--- config.mk ---
export PLATFORM = sky130hd
export DESIGN_NAME = mandelbrot_escape_pixel
export DESIGN_NICKNAME = d
export VERILOG_FILES = /design/src/rtl/core/mep_pkg.sv /design/src/rtl/core/mandelbrot_escape_pixel.sv
export SDC_FILE = /design/constraint.sdc
export NUM_CORES = 2
export LEC_CHECK = 0
export CAP_MARGIN = 20
export CORE_MARGIN = 2
export CORE_UTILIZATION = 55
export DETAILED_ROUTE_END_ITERATION = 10
export DONT_BUFFER_PORTS = 1
export GPL_TIMING_DRIVEN = 0
export PLACE_DENSITY = 0.82
export SLEW_MARGIN = 20
export SYNTH_ARGS = -nofsm -noshare
export SYNTH_HDL_FRONTEND = slang
export SYNTH_SLANG_ARGS = --single-unit
--- constraint.sdc ---
create_clock -name clk_i -period 14.25 [get_ports clk_i]
set_clock_uncertainty 0.05 [all_clocks]
set_input_delay 1.425 -clock clk_i [delete_from_list [all_inputs] [get_ports clk_i]]
set_output_delay 1.425 -clock clk_i [all_outputs]
set_load 0.02 [all_outputs]
--- src/rtl/core/mep_pkg.sv ---
package mep_pkg;

  localparam int unsigned FRAC_BITS    = 28;
  localparam int unsigned PALETTE_SIZE = 8;
  localparam int unsigned PAL_IDX_W    = $clog2(PALETTE_SIZE);

  localparam int unsigned IDX_W    = 10;
  localparam int unsigned COORD_W  = 32;
  localparam int unsigned STEP_W   = 31;
  localparam int unsigned LIMIT_W  = 16;
  localparam int unsigned ESC_W    = 7;
  localparam int unsigned RGB_W    = 24;
  localparam int unsigned CFG_IDX_W = 3;
  localparam int unsigned CFG_DATA_W = 32;

  localparam int unsigned MUL_W    = 32;
  localparam int unsigned PROD_W   = 2 * MUL_W;
  localparam int unsigned Z_W      = 37;
  localparam int unsigned SUM_W    = 43;

  localparam int unsigned IN_TDATA_W  = 24;
  localparam int unsigned OUT_TDATA_W = 64;

  localparam logic [ESC_W-1:0] ESC_MAX = ESC_W'(64);
  localparam logic [Z_W-1:0]   Z_BOUND = Z_W'(8) << FRAC_BITS;

  localparam logic [COORD_W-1:0] ORIGIN_REAL_RST = 32'hE000_0000;
  localparam logic [STEP_W-1:0]  STEP_REAL_RST   = 31'd786432;
  localparam logic [COORD_W-1:0] ORIGIN_IMAG_RST = 32'hF000_0000;
  localparam logic [STEP_W-1:0]  STEP_IMAG_RST   = 31'd786432;
  localparam logic [LIMIT_W-1:0] LIMIT_RST       = 16'd256;
  localparam logic [ESC_W-1:0]   ESC_RST         = 7'd16;

  localparam logic [RGB_W-1:0] PALETTE [PALETTE_SIZE] = '{
    24'hA0B965, 24'h908F84, 24'hBF3C43, 24'h9D8E70,
    24'hC9BE91, 24'hA0B965, 24'h908F84, 24'hBF3C43
  };

  typedef enum logic [CFG_IDX_W-1:0] {
    REG_ORIGIN_REAL = 3'd0,
    REG_STEP_REAL   = 3'd1,
    REG_ORIGIN_IMAG = 3'd2,
    REG_STEP_IMAG   = 3'd3,
    REG_ITER_LIMIT  = 3'd4,
    REG_ESC_SQUARE  = 3'd5
  } cfg_reg_e;

  typedef enum logic [3:0] {
    ST_IDLE,
    ST_MCR,
    ST_MCI,
    ST_INIT,
    ST_RI,
    ST_UPD,
    ST_SQR,
    ST_SQI,
    ST_FIN
  } state_e;

  // The offset is never negative, so only the upper bound can be exceeded.
  function automatic logic [COORD_W-1:0] sat_coord(logic [COORD_W-1:0] origin,
                                                   logic [PROD_W-1:0] offset);
    logic signed [SUM_W-1:0] sum;
    sum = $signed({{(SUM_W-COORD_W){origin[COORD_W-1]}}, origin})
        + $signed({2'b00, offset[SUM_W-3:0]});
    if (sum > $signed(SUM_W'(32'h7FFF_FFFF))) begin
      return 32'h7FFF_FFFF;
    end
    return sum[COORD_W-1:0];
  endfunction

endpackage

--- src/rtl/core/mandelbrot_escape_pixel.sv ---
// Request to result: the point is formed in the MCR, MCI and INIT states, then each step
// uses the single shared 32x32 multiplier three times (zr*zi, zr^2, zi^2); iteration ends
// at the iteration limit, on escape, or when a part of z passes 8 in magnitude.
// One pixel at a time: the next request is taken only after the last result is in the
// output register, where that result waits while the next request is taken.
// Reset clears the sequencer and output valid and loads the default configuration registers.
module mandelbrot_escape_pixel (
  input  logic                                 clk_i,
  input  logic                                 rst_ni,
  input  logic                                 s_axis_tvalid,
  output logic                                 s_axis_tready,
  // pixel_row [9:0], pixel_col [19:10], zero fill [23:20]
  input  logic [mep_pkg::IN_TDATA_W-1:0]       s_axis_tdata,
  output logic                                 m_axis_tvalid,
  input  logic                                 m_axis_tready,
  // out_row [9:0], out_col [19:10], escape_count [35:20], pixel_rgb [59:36], zero fill
  output logic [mep_pkg::OUT_TDATA_W-1:0]      m_axis_tdata,
  input  logic                                 cfg_valid_i,
  output logic                                 cfg_ready_o,
  input  logic [mep_pkg::CFG_IDX_W-1:0]        cfg_index_i,
  input  logic [mep_pkg::CFG_DATA_W-1:0]       cfg_data_i
);

  mep_pkg::state_e state_q, state_d;

  logic [mep_pkg::COORD_W-1:0] origin_real_q, origin_imag_q;
  logic [mep_pkg::STEP_W-1:0]  step_real_q, step_imag_q;
  logic [mep_pkg::LIMIT_W-1:0] iteration_limit_q;
  logic [mep_pkg::ESC_W-1:0]   escape_square_q;

  logic [mep_pkg::IDX_W-1:0]   row_q, row_d, col_q, col_d;
  logic [mep_pkg::PROD_W-1:0]  prod_q, prod_d, rr_q, rr_d, ii_q, ii_d;
  logic [mep_pkg::COORD_W-1:0] cr_q, cr_d, ci_q, ci_d;
  logic [mep_pkg::Z_W-1:0]     zr_q, zr_d, zi_q, zi_d;
  logic                        ri_neg_q, ri_neg_d;
  logic [mep_pkg::LIMIT_W-1:0] k_q, k_d;

  logic                        m_valid_q, m_valid_d;
  logic [mep_pkg::IDX_W-1:0]   out_row_q, out_row_d, out_col_q, out_col_d;
  logic [mep_pkg::LIMIT_W-1:0] out_count_q, out_count_d;
  logic [mep_pkg::RGB_W-1:0]   out_rgb_q, out_rgb_d;

  logic [mep_pkg::MUL_W-1:0]   mul_a, mul_b;
  logic [mep_pkg::PROD_W-1:0]  mul_p;
  logic [mep_pkg::Z_W-1:0]     zr_mag, zi_mag;
  logic                        z_big;
  logic [mep_pkg::PROD_W-1:0]  mag_sum, esc_level;
  logic [mep_pkg::ESC_W-1:0]   thr;
  logic                        escaped;
  logic                        at_limit;
  logic                        out_free;
  logic signed [mep_pkg::PROD_W-1:0] diff_s, diff_sh, ri_s, ri_sh;

  // Shared multiplier.
  assign mul_p = mul_a * mul_b;

  assign zr_mag = zr_q[mep_pkg::Z_W-1] ? (~zr_q + mep_pkg::Z_W'(1)) : zr_q;
  assign zi_mag = zi_q[mep_pkg::Z_W-1] ? (~zi_q + mep_pkg::Z_W'(1)) : zi_q;
  assign z_big  = (zr_mag > mep_pkg::Z_BOUND) || (zi_mag > mep_pkg::Z_BOUND);

  assign thr       = (escape_square_q > mep_pkg::ESC_MAX) ? mep_pkg::ESC_MAX
                                                          : escape_square_q;
  assign mag_sum   = rr_q + ii_q;
  assign esc_level = {1'b0, thr, {(2 * mep_pkg::FRAC_BITS){1'b0}}};
  assign escaped   = mag_sum > esc_level;
  assign at_limit  = k_q == iteration_limit_q;
  assign out_free  = !m_valid_q || m_axis_tready;

  assign diff_s  = $signed(rr_q) - $signed(ii_q);
  assign diff_sh = diff_s >>> mep_pkg::FRAC_BITS;
  assign ri_s    = ri_neg_q ? -$signed(prod_q) : $signed(prod_q);
  assign ri_sh   = ri_s >>> (mep_pkg::FRAC_BITS - 1);

  assign cfg_ready_o   = 1'b1;
  assign m_axis_tvalid = m_valid_q;
  assign m_axis_tdata  = {{(mep_pkg::OUT_TDATA_W - 2 * mep_pkg::IDX_W - mep_pkg::LIMIT_W
                           - mep_pkg::RGB_W){1'b0}},
                          out_rgb_q, out_count_q, out_col_q, out_row_q};

  always_comb begin
    state_d = state_q;
    unique case (state_q)
      mep_pkg::ST_IDLE: if (s_axis_tvalid) state_d = mep_pkg::ST_MCR;
      mep_pkg::ST_MCR:  state_d = mep_pkg::ST_MCI;
      mep_pkg::ST_MCI:  state_d = mep_pkg::ST_INIT;
      mep_pkg::ST_INIT: state_d = mep_pkg::ST_RI;
      mep_pkg::ST_RI: begin
        if (at_limit || escaped) state_d = mep_pkg::ST_FIN;
        else state_d = mep_pkg::ST_UPD;
      end
      mep_pkg::ST_UPD:  state_d = mep_pkg::ST_SQR;
      mep_pkg::ST_SQR: begin
        if (z_big) state_d = mep_pkg::ST_FIN;
        else state_d = mep_pkg::ST_SQI;
      end
      mep_pkg::ST_SQI:  state_d = mep_pkg::ST_RI;
      mep_pkg::ST_FIN:  if (out_free) state_d = mep_pkg::ST_IDLE;
      default:          state_d = mep_pkg::ST_IDLE;
    endcase
  end

  always_comb begin
    s_axis_tready = 1'b0;
    mul_a       = '0;
    mul_b       = '0;
    row_d       = row_q;
    col_d       = col_q;
    prod_d      = prod_q;
    rr_d        = rr_q;
    ii_d        = ii_q;
    cr_d        = cr_q;
    ci_d        = ci_q;
    zr_d        = zr_q;
    zi_d        = zi_q;
    ri_neg_d    = ri_neg_q;
    k_d         = k_q;
    m_valid_d   = m_valid_q && !m_axis_tready;
    out_row_d   = out_row_q;
    out_col_d   = out_col_q;
    out_count_d = out_count_q;
    out_rgb_d   = out_rgb_q;
    unique case (state_q)
      mep_pkg::ST_IDLE: begin
        s_axis_tready = 1'b1;
        row_d = s_axis_tdata[mep_pkg::IDX_W-1:0];
        col_d = s_axis_tdata[2*mep_pkg::IDX_W-1:mep_pkg::IDX_W];
      end
      mep_pkg::ST_MCR: begin
        mul_a  = mep_pkg::MUL_W'(col_q);
        mul_b  = mep_pkg::MUL_W'(step_real_q);
        prod_d = mul_p;
      end
      mep_pkg::ST_MCI: begin
        mul_a  = mep_pkg::MUL_W'(row_q);
        mul_b  = mep_pkg::MUL_W'(step_imag_q);
        prod_d = mul_p;
        cr_d   = mep_pkg::sat_coord(origin_real_q, prod_q);
      end
      mep_pkg::ST_INIT: begin
        ci_d = mep_pkg::sat_coord(origin_imag_q, prod_q);
        zr_d = '0;
        zi_d = '0;
        rr_d = '0;
        ii_d = '0;
        k_d  = '0;
      end
      mep_pkg::ST_RI: begin
        mul_a    = zr_mag[mep_pkg::MUL_W-1:0];
        mul_b    = zi_mag[mep_pkg::MUL_W-1:0];
        prod_d   = mul_p;
        ri_neg_d = zr_q[mep_pkg::Z_W-1] ^ zi_q[mep_pkg::Z_W-1];
      end
      mep_pkg::ST_UPD: begin
        zr_d = diff_sh[mep_pkg::Z_W-1:0]
             + {{(mep_pkg::Z_W-mep_pkg::COORD_W){cr_q[mep_pkg::COORD_W-1]}}, cr_q};
        zi_d = ri_sh[mep_pkg::Z_W-1:0]
             + {{(mep_pkg::Z_W-mep_pkg::COORD_W){ci_q[mep_pkg::COORD_W-1]}}, ci_q};
        k_d  = k_q + mep_pkg::LIMIT_W'(1);
      end
      mep_pkg::ST_SQR: begin
        mul_a = zr_mag[mep_pkg::MUL_W-1:0];
        mul_b = zr_mag[mep_pkg::MUL_W-1:0];
        rr_d  = mul_p;
      end
      mep_pkg::ST_SQI: begin
        mul_a = zi_mag[mep_pkg::MUL_W-1:0];
        mul_b = zi_mag[mep_pkg::MUL_W-1:0];
        ii_d  = mul_p;
      end
      mep_pkg::ST_FIN: begin
        if (out_free) begin
          m_valid_d   = 1'b1;
          out_row_d   = row_q;
          out_col_d   = col_q;
          out_count_d = k_q;
          out_rgb_d   = mep_pkg::PALETTE[k_q[mep_pkg::PAL_IDX_W-1:0]];
        end
      end
      default: begin
        m_valid_d = m_valid_q;
      end
    endcase
  end

  always_ff @(posedge clk_i or negedge rst_ni) begin
    if (!rst_ni) begin
      state_q   <= mep_pkg::ST_IDLE;
      m_valid_q <= 1'b0;
      k_q       <= '0;
    end else begin
      state_q   <= state_d;
      m_valid_q <= m_valid_d;
      k_q       <= k_d;
    end
  end

  always_ff @(posedge clk_i) begin
    row_q       <= row_d;
    col_q       <= col_d;
    prod_q      <= prod_d;
    rr_q        <= rr_d;
    ii_q        <= ii_d;
    cr_q        <= cr_d;
    ci_q        <= ci_d;
    zr_q        <= zr_d;
    zi_q        <= zi_d;
    ri_neg_q    <= ri_neg_d;
    out_row_q   <= out_row_d;
    out_col_q   <= out_col_d;
    out_count_q <= out_count_d;
    out_rgb_q   <= out_rgb_d;
  end

  always_ff @(posedge clk_i or negedge rst_ni) begin
    if (!rst_ni) begin
      origin_real_q     <= mep_pkg::ORIGIN_REAL_RST;
      step_real_q       <= mep_pkg::STEP_REAL_RST;
      origin_imag_q     <= mep_pkg::ORIGIN_IMAG_RST;
      step_imag_q       <= mep_pkg::STEP_IMAG_RST;
      iteration_limit_q <= mep_pkg::LIMIT_RST;
      escape_square_q   <= mep_pkg::ESC_RST;
    end else if (cfg_valid_i) begin
      unique case (cfg_index_i)
        mep_pkg::REG_ORIGIN_REAL: origin_real_q <= cfg_data_i;
        mep_pkg::REG_STEP_REAL:   step_real_q <= cfg_data_i[mep_pkg::STEP_W-1:0];
        mep_pkg::REG_ORIGIN_IMAG: origin_imag_q <= cfg_data_i;
        mep_pkg::REG_STEP_IMAG:   step_imag_q <= cfg_data_i[mep_pkg::STEP_W-1:0];
        mep_pkg::REG_ITER_LIMIT:  iteration_limit_q <= cfg_data_i[mep_pkg::LIMIT_W-1:0];
        mep_pkg::REG_ESC_SQUARE:  escape_square_q <= cfg_data_i[mep_pkg::ESC_W-1:0];
        default: begin
        end
      endcase
    end
  end

`ifndef ASSERT_OFF
  a_accept_starts: assert property (@(posedge clk_i) disable iff (!rst_ni)
    s_axis_tvalid && s_axis_tready |=> state_q == mep_pkg::ST_MCR)
    else $error("accepted request did not start the point setup");

  a_result_from_fin: assert property (@(posedge clk_i) disable iff (!rst_ni)
    $rose(m_valid_q) |-> $past(state_q) == mep_pkg::ST_FIN)
    else $error("result appeared outside the finish state");

  a_square_in_range: assert property (@(posedge clk_i) disable iff (!rst_ni)
    state_q == mep_pkg::ST_SQI |-> zr_mag <= mep_pkg::Z_BOUND && zi_mag <= mep_pkg::Z_BOUND)
    else $error("multiplier operand exceeds 32 bits");
`endif

endmodule
==> Implementation_results.wiki <==
{| class="wikitable"
! Metric !! Value
|-
| Clock tree from TritonCTS || done
|-
| Depth of the most critical reg-to-reg path || 34
|-
| Launch point of the worst reg-to-reg path || zi_q[0]
|-
| Cell accounting for the most synthesized area || sky130_fd_sc_hd__fa_1
|-
| Sum of net half-perimeters after detailed placement || 225000 um
|-
| Total of warnings raised by yosys || 0
|-
| Highest clock frequency the design can meet || 71.1 MHz
|-
| Maximum cell stage delay along the critical path || 860 ps
|-
| GR Util All Layers || 0.405
|-
| Number of synthesized flops with an enable pin || 402
|-
| Per-instance average area after synthesis || 9.14 sq um
|-
| Setup repair after global routing missed its margin || no
|-
| Die extent in x || 366 um
|-
| Slew Limit Fails || 0
|-
| Post-synthesis async set-or-reset flop share || 0.297
|-
| Core area || 130000 sq um
|-
| Worst slew pin tran || 1340 ps
|-
| Number of gates resized after CTS || 0
|-
| Post-CTS Hold Buffers || 0
|-
| Post-synthesis cell type count || 100
|-
| Non-filler cells in the finished layout || 9850
|-
| Die boundary height || 366 um
|-
| Worst skew pair latency || 710 ps
|-
| Outcome || finished clean
|-
| Count of input and output buffers || 0
|-
| Met1 Routed Length || 101000 um
|-
| Proportion of synthesized chip area in sequential cells || 0.226
|-
| Total via count in the routed design || 62629
|-
| Final setup violation count || 0
|-
| Initial standard-cell utilization of the core || 0.556
|-
| Arrival @ worst endpoint || 14400 ps
|-
| Post-detailed-route via-to-cell ratio || 6.36
|-
| Largest net degree at the start of global routing || 171
|-
| Post-layout min period || 14070 ps
|-
| Count of placed standard cells including taps || 9679
|-
| Primary FF master, synth || sky130_fd_sc_hd__edfxtp_1
|-
| Top routing layer used || met5
|-
| Number of core rows || 132
|-
| Maximum fanout along the worst path || 10
|-
| Number of hold-slack violations in the final timing report || 0
|-
| Critical Path Start Type || flip-flop
|-
| Iteration count of the initial detailed-routing pass || 7
|-
| Clock slew at the register clock pins of the worst setup and hold paths || 70 ps
|-
| Die area || 134000 sq um
|-
| Nets || 9533
|-
| Setup Crit Path Kind || flip-flop to flip-flop
|-
| TritonCTS Sinks || 572
|-
| Routed Antenna Nets || 0
|-
| Path category of the worst min-delay check || input port to async pin
|-
| Number of max-capacitance violations reported || 0
|-
| Final Instance Area || 77700 sq um
|-
| Top cells by area in the synthesized netlist || sky130_fd_sc_hd__fa_1 (25%), sky130_fd_sc_hd__edfxtp_1 (17%), sky130_fd_sc_hd__ha_1 (9.7%), sky130_fd_sc_hd__inv_1 (6.4%), sky130_fd_sc_hd__dfrtp_1 (5.4%)
|-
| Capturing element type of the critical path || flip-flop
|-
| Post-DR wirelength/cell || 27.8 um
|-
| Routed length on met3 || 37700 um
|-
| Root buffer cell || sky130_fd_sc_hd__clkbuf_16
|-
| Number of remaining DRC errors || 0
|-
| Relative slew slack || 0.107
|-
| Wire length of the first global-routing pass || 399000 um
|-
| Capture instance of the worst register-to-register path || prod_q[57]
|-
| Most prevalent standard cell on the critical path || sky130_fd_sc_hd__fa_1
|-
| DRT Wirelength || 274000 um
|-
| H-tree level count || 3
|-
| Period utilization || 0.988
|-
| Clock buffer count from CTS || 66
|-
| Number of global-route vias before repair || 60867
|-
| Io pins || 131
|-
| Share of the synthesized area in the top cell type || 0.250
|-
| GR Overflow Total || 0
|-
| Reg2Reg Setup Slack || 180 ps
|-
| Cell at the slowest stage of the critical path || sky130_fd_sc_hd__clkbuf_1
|-
| Initial antenna violation count || 25
|-
| Post-synthesis to final-layout area growth || 7.58%
|-
| Number of standard cells after synthesis || 7897
|-
| CTS max path bufs || 3
|-
| Sum of met2 wire segment lengths after detailed routing || 112000 um
|-
| Layout filler cell count || 11115
|-
| Combined area of all synthesized cells || 72200 sq um
|-
| Register bit count reported by yosys || 572
|-
| Total placed instance area || 75300 sq um
|-
| Count of routing violations after the opening detailed-route iteration || 9088
|-
| RePlAce Congestion || 1.08
|-
| Worst Path Required || 14580 ps
|-
| Share of post-route cells with drive strength above 1 || 0.0613
|-
| Number of buffers inserted by post-CTS setup repair || 0
|}
## how the worst max path moves through the flow
| stage | startpoint | to | slack (ps) | cells past startpoint |
|---|---|---|---|---|
| 4_1_cts | zi_q[2] | prod_q[60] | 580 | 30 |
| 3_5_place_dp | zi_q[2] | prod_q[60] | 620 | 30 |
| 6_report | zi_q[0] | prod_q[57] | 180 | 34 |
| 3_3_place_gp | state_q[1] | prod_q[60] | -860 | 26 |
| 5_1_grt | zi_q[2] | prod_q[57] | 90 | 34 |
| 2_1_floorplan | state_q[1] | prod_q[62] | 3800 | 31 |
## sequential cells by signal, summed over array words and instances (netlist names), 10 cells and up
register           count
col_q                 10
cr_q                  32
prod_q                64
zi_q                  37
out_rgb_q             15
origin_real_q         32
out_row_q             10
row_q                 10
ci_q                  32
out_col_q             10
out_count_q           16
step_imag_q           31
zr_q                  37
k_q                   16
origin_imag_q         32
rr_q                  64
iteration_limit_q     16
step_real_q           31
ii_q                  64
## routing by layer
metal,GRT usage,vias to the layer above
met5,0,-
met4,0.264,22
met2,0.578,4144
met1,0.530,30950
li1,-,26488
met3,0.129,1025
## through the flow
step,hold slack (ps),setup TNS [ps],utilization,setup slack [ps]
final,370,0,0.598,177
after global placement,384,-25850,0.573,-860
after floorplan,373,0,-,3800
after global routing,355,0,0.598,85.8
after detailed placement,386,0,0.580,623
after CTS,354,0,0.597,582
## cell usage after synthesis, types with 26 or more instances
master and count:
sky130_fd_sc_hd__dfrtp_1 157, sky130_fd_sc_hd__nor2b_1 47, sky130_fd_sc_hd__nand2_1 786, sky130_fd_sc_hd__clkbuf_1 307, sky130_fd_sc_hd__xor2_1 135, sky130_fd_sc_hd__ha_1 562
sky130_fd_sc_hd__nand4_1 61, sky130_fd_sc_hd__or3_1 41, sky130_fd_sc_hd__o211ai_1 34, sky130_fd_sc_hd__a21o_1 155, sky130_fd_sc_hd__o31ai_1 67, sky130_fd_sc_hd__o22ai_1 37
sky130_fd_sc_hd__o21a_1 34, sky130_fd_sc_hd__mux2_2 153, sky130_fd_sc_hd__edfxtp_1 402, sky130_fd_sc_hd__fa_1 901, sky130_fd_sc_hd__a31oi_1 33, sky130_fd_sc_hd__nor4_1 63
sky130_fd_sc_hd__and2_1 46, sky130_fd_sc_hd__o221a_2 26, sky130_fd_sc_hd__nand3_1 141, sky130_fd_sc_hd__inv_1 1226, sky130_fd_sc_hd__o221ai_1 36, sky130_fd_sc_hd__xnor2_1 205
sky130_fd_sc_hd__a22oi_1 45, sky130_fd_sc_hd__o21ai_0 228, sky130_fd_sc_hd__a21oi_1 330, sky130_fd_sc_hd__o21bai_1 42, sky130_fd_sc_hd__nand2b_1 60, sky130_fd_sc_hd__nor2_1 909
sky130_fd_sc_hd__a211oi_1 42, sky130_fd_sc_hd__nor3_1 96, sky130_fd_sc_hd__and3_1 45
## layout by cell type, fill, tap and decap left out, types with 60 or more instances in the layout
cell type                      n
sky130_fd_sc_hd__a21o_1      155
sky130_fd_sc_hd__a21oi_1     328
sky130_fd_sc_hd__clkbuf_1    312
sky130_fd_sc_hd__clkbuf_16    66
sky130_fd_sc_hd__dfrtp_1     157
sky130_fd_sc_hd__edfxtp_1    402
sky130_fd_sc_hd__fa_1        901
sky130_fd_sc_hd__ha_1        562
sky130_fd_sc_hd__inv_1      1224
sky130_fd_sc_hd__mux2_2      153
sky130_fd_sc_hd__nand2_1     785
sky130_fd_sc_hd__nand2b_1     60
sky130_fd_sc_hd__nand3_1     141
sky130_fd_sc_hd__nand4_1      61
sky130_fd_sc_hd__nor2_1      907
sky130_fd_sc_hd__nor3_1       96
sky130_fd_sc_hd__o21ai_0     228
sky130_fd_sc_hd__o31ai_1      66
sky130_fd_sc_hd__xnor2_1     194
sky130_fd_sc_hd__xor2_1      131
## logic make-up (layout without fill, tap and decap cells)
group	count (synthesis)	in the layout	synth area share
buffers and inverters	1593	1748	0.0838
AO/OA/AOI/OAI	1345	1345	0.126
multiplexers	175	175	0.0269
other	2	58	0.000104
flip-flops	572	572	0.226
AND/OR/NAND/NOR	2406	2406	0.148
adder cells (fa/ha/maj)	1463	1463	0.347
XOR/XNOR	341	341	0.0415
## worst max-delay path, delay by kind of cell (launching register included)
family,cells,cell delay (ps)
adder cells (fa/ha/maj),10,4680
AO/OA/AOI/OAI,6,2640
buffers and inverters,9,2630
XOR/XNOR,2,1570
AND/OR/NAND/NOR,7,1530
flip-flops,1,640
## final cells by class
type	instances	area (sq um)	area share
antenna	49	123	0.00158
multi-input combinational	5739	50300	0.647
timing repair buffer	34	482	0.00620
inverter	1236	4640	0.0598
sequential	572	16300	0.210
clock buffer	80	1730	0.0223
buffer	357	1420	0.0183
clock inverter	41	473	0.00609
tap	1742	2180	0.0281
Power is not shown: default switching activity piles up to over one toggle a cycle in this logic, so the estimate is an artifact.
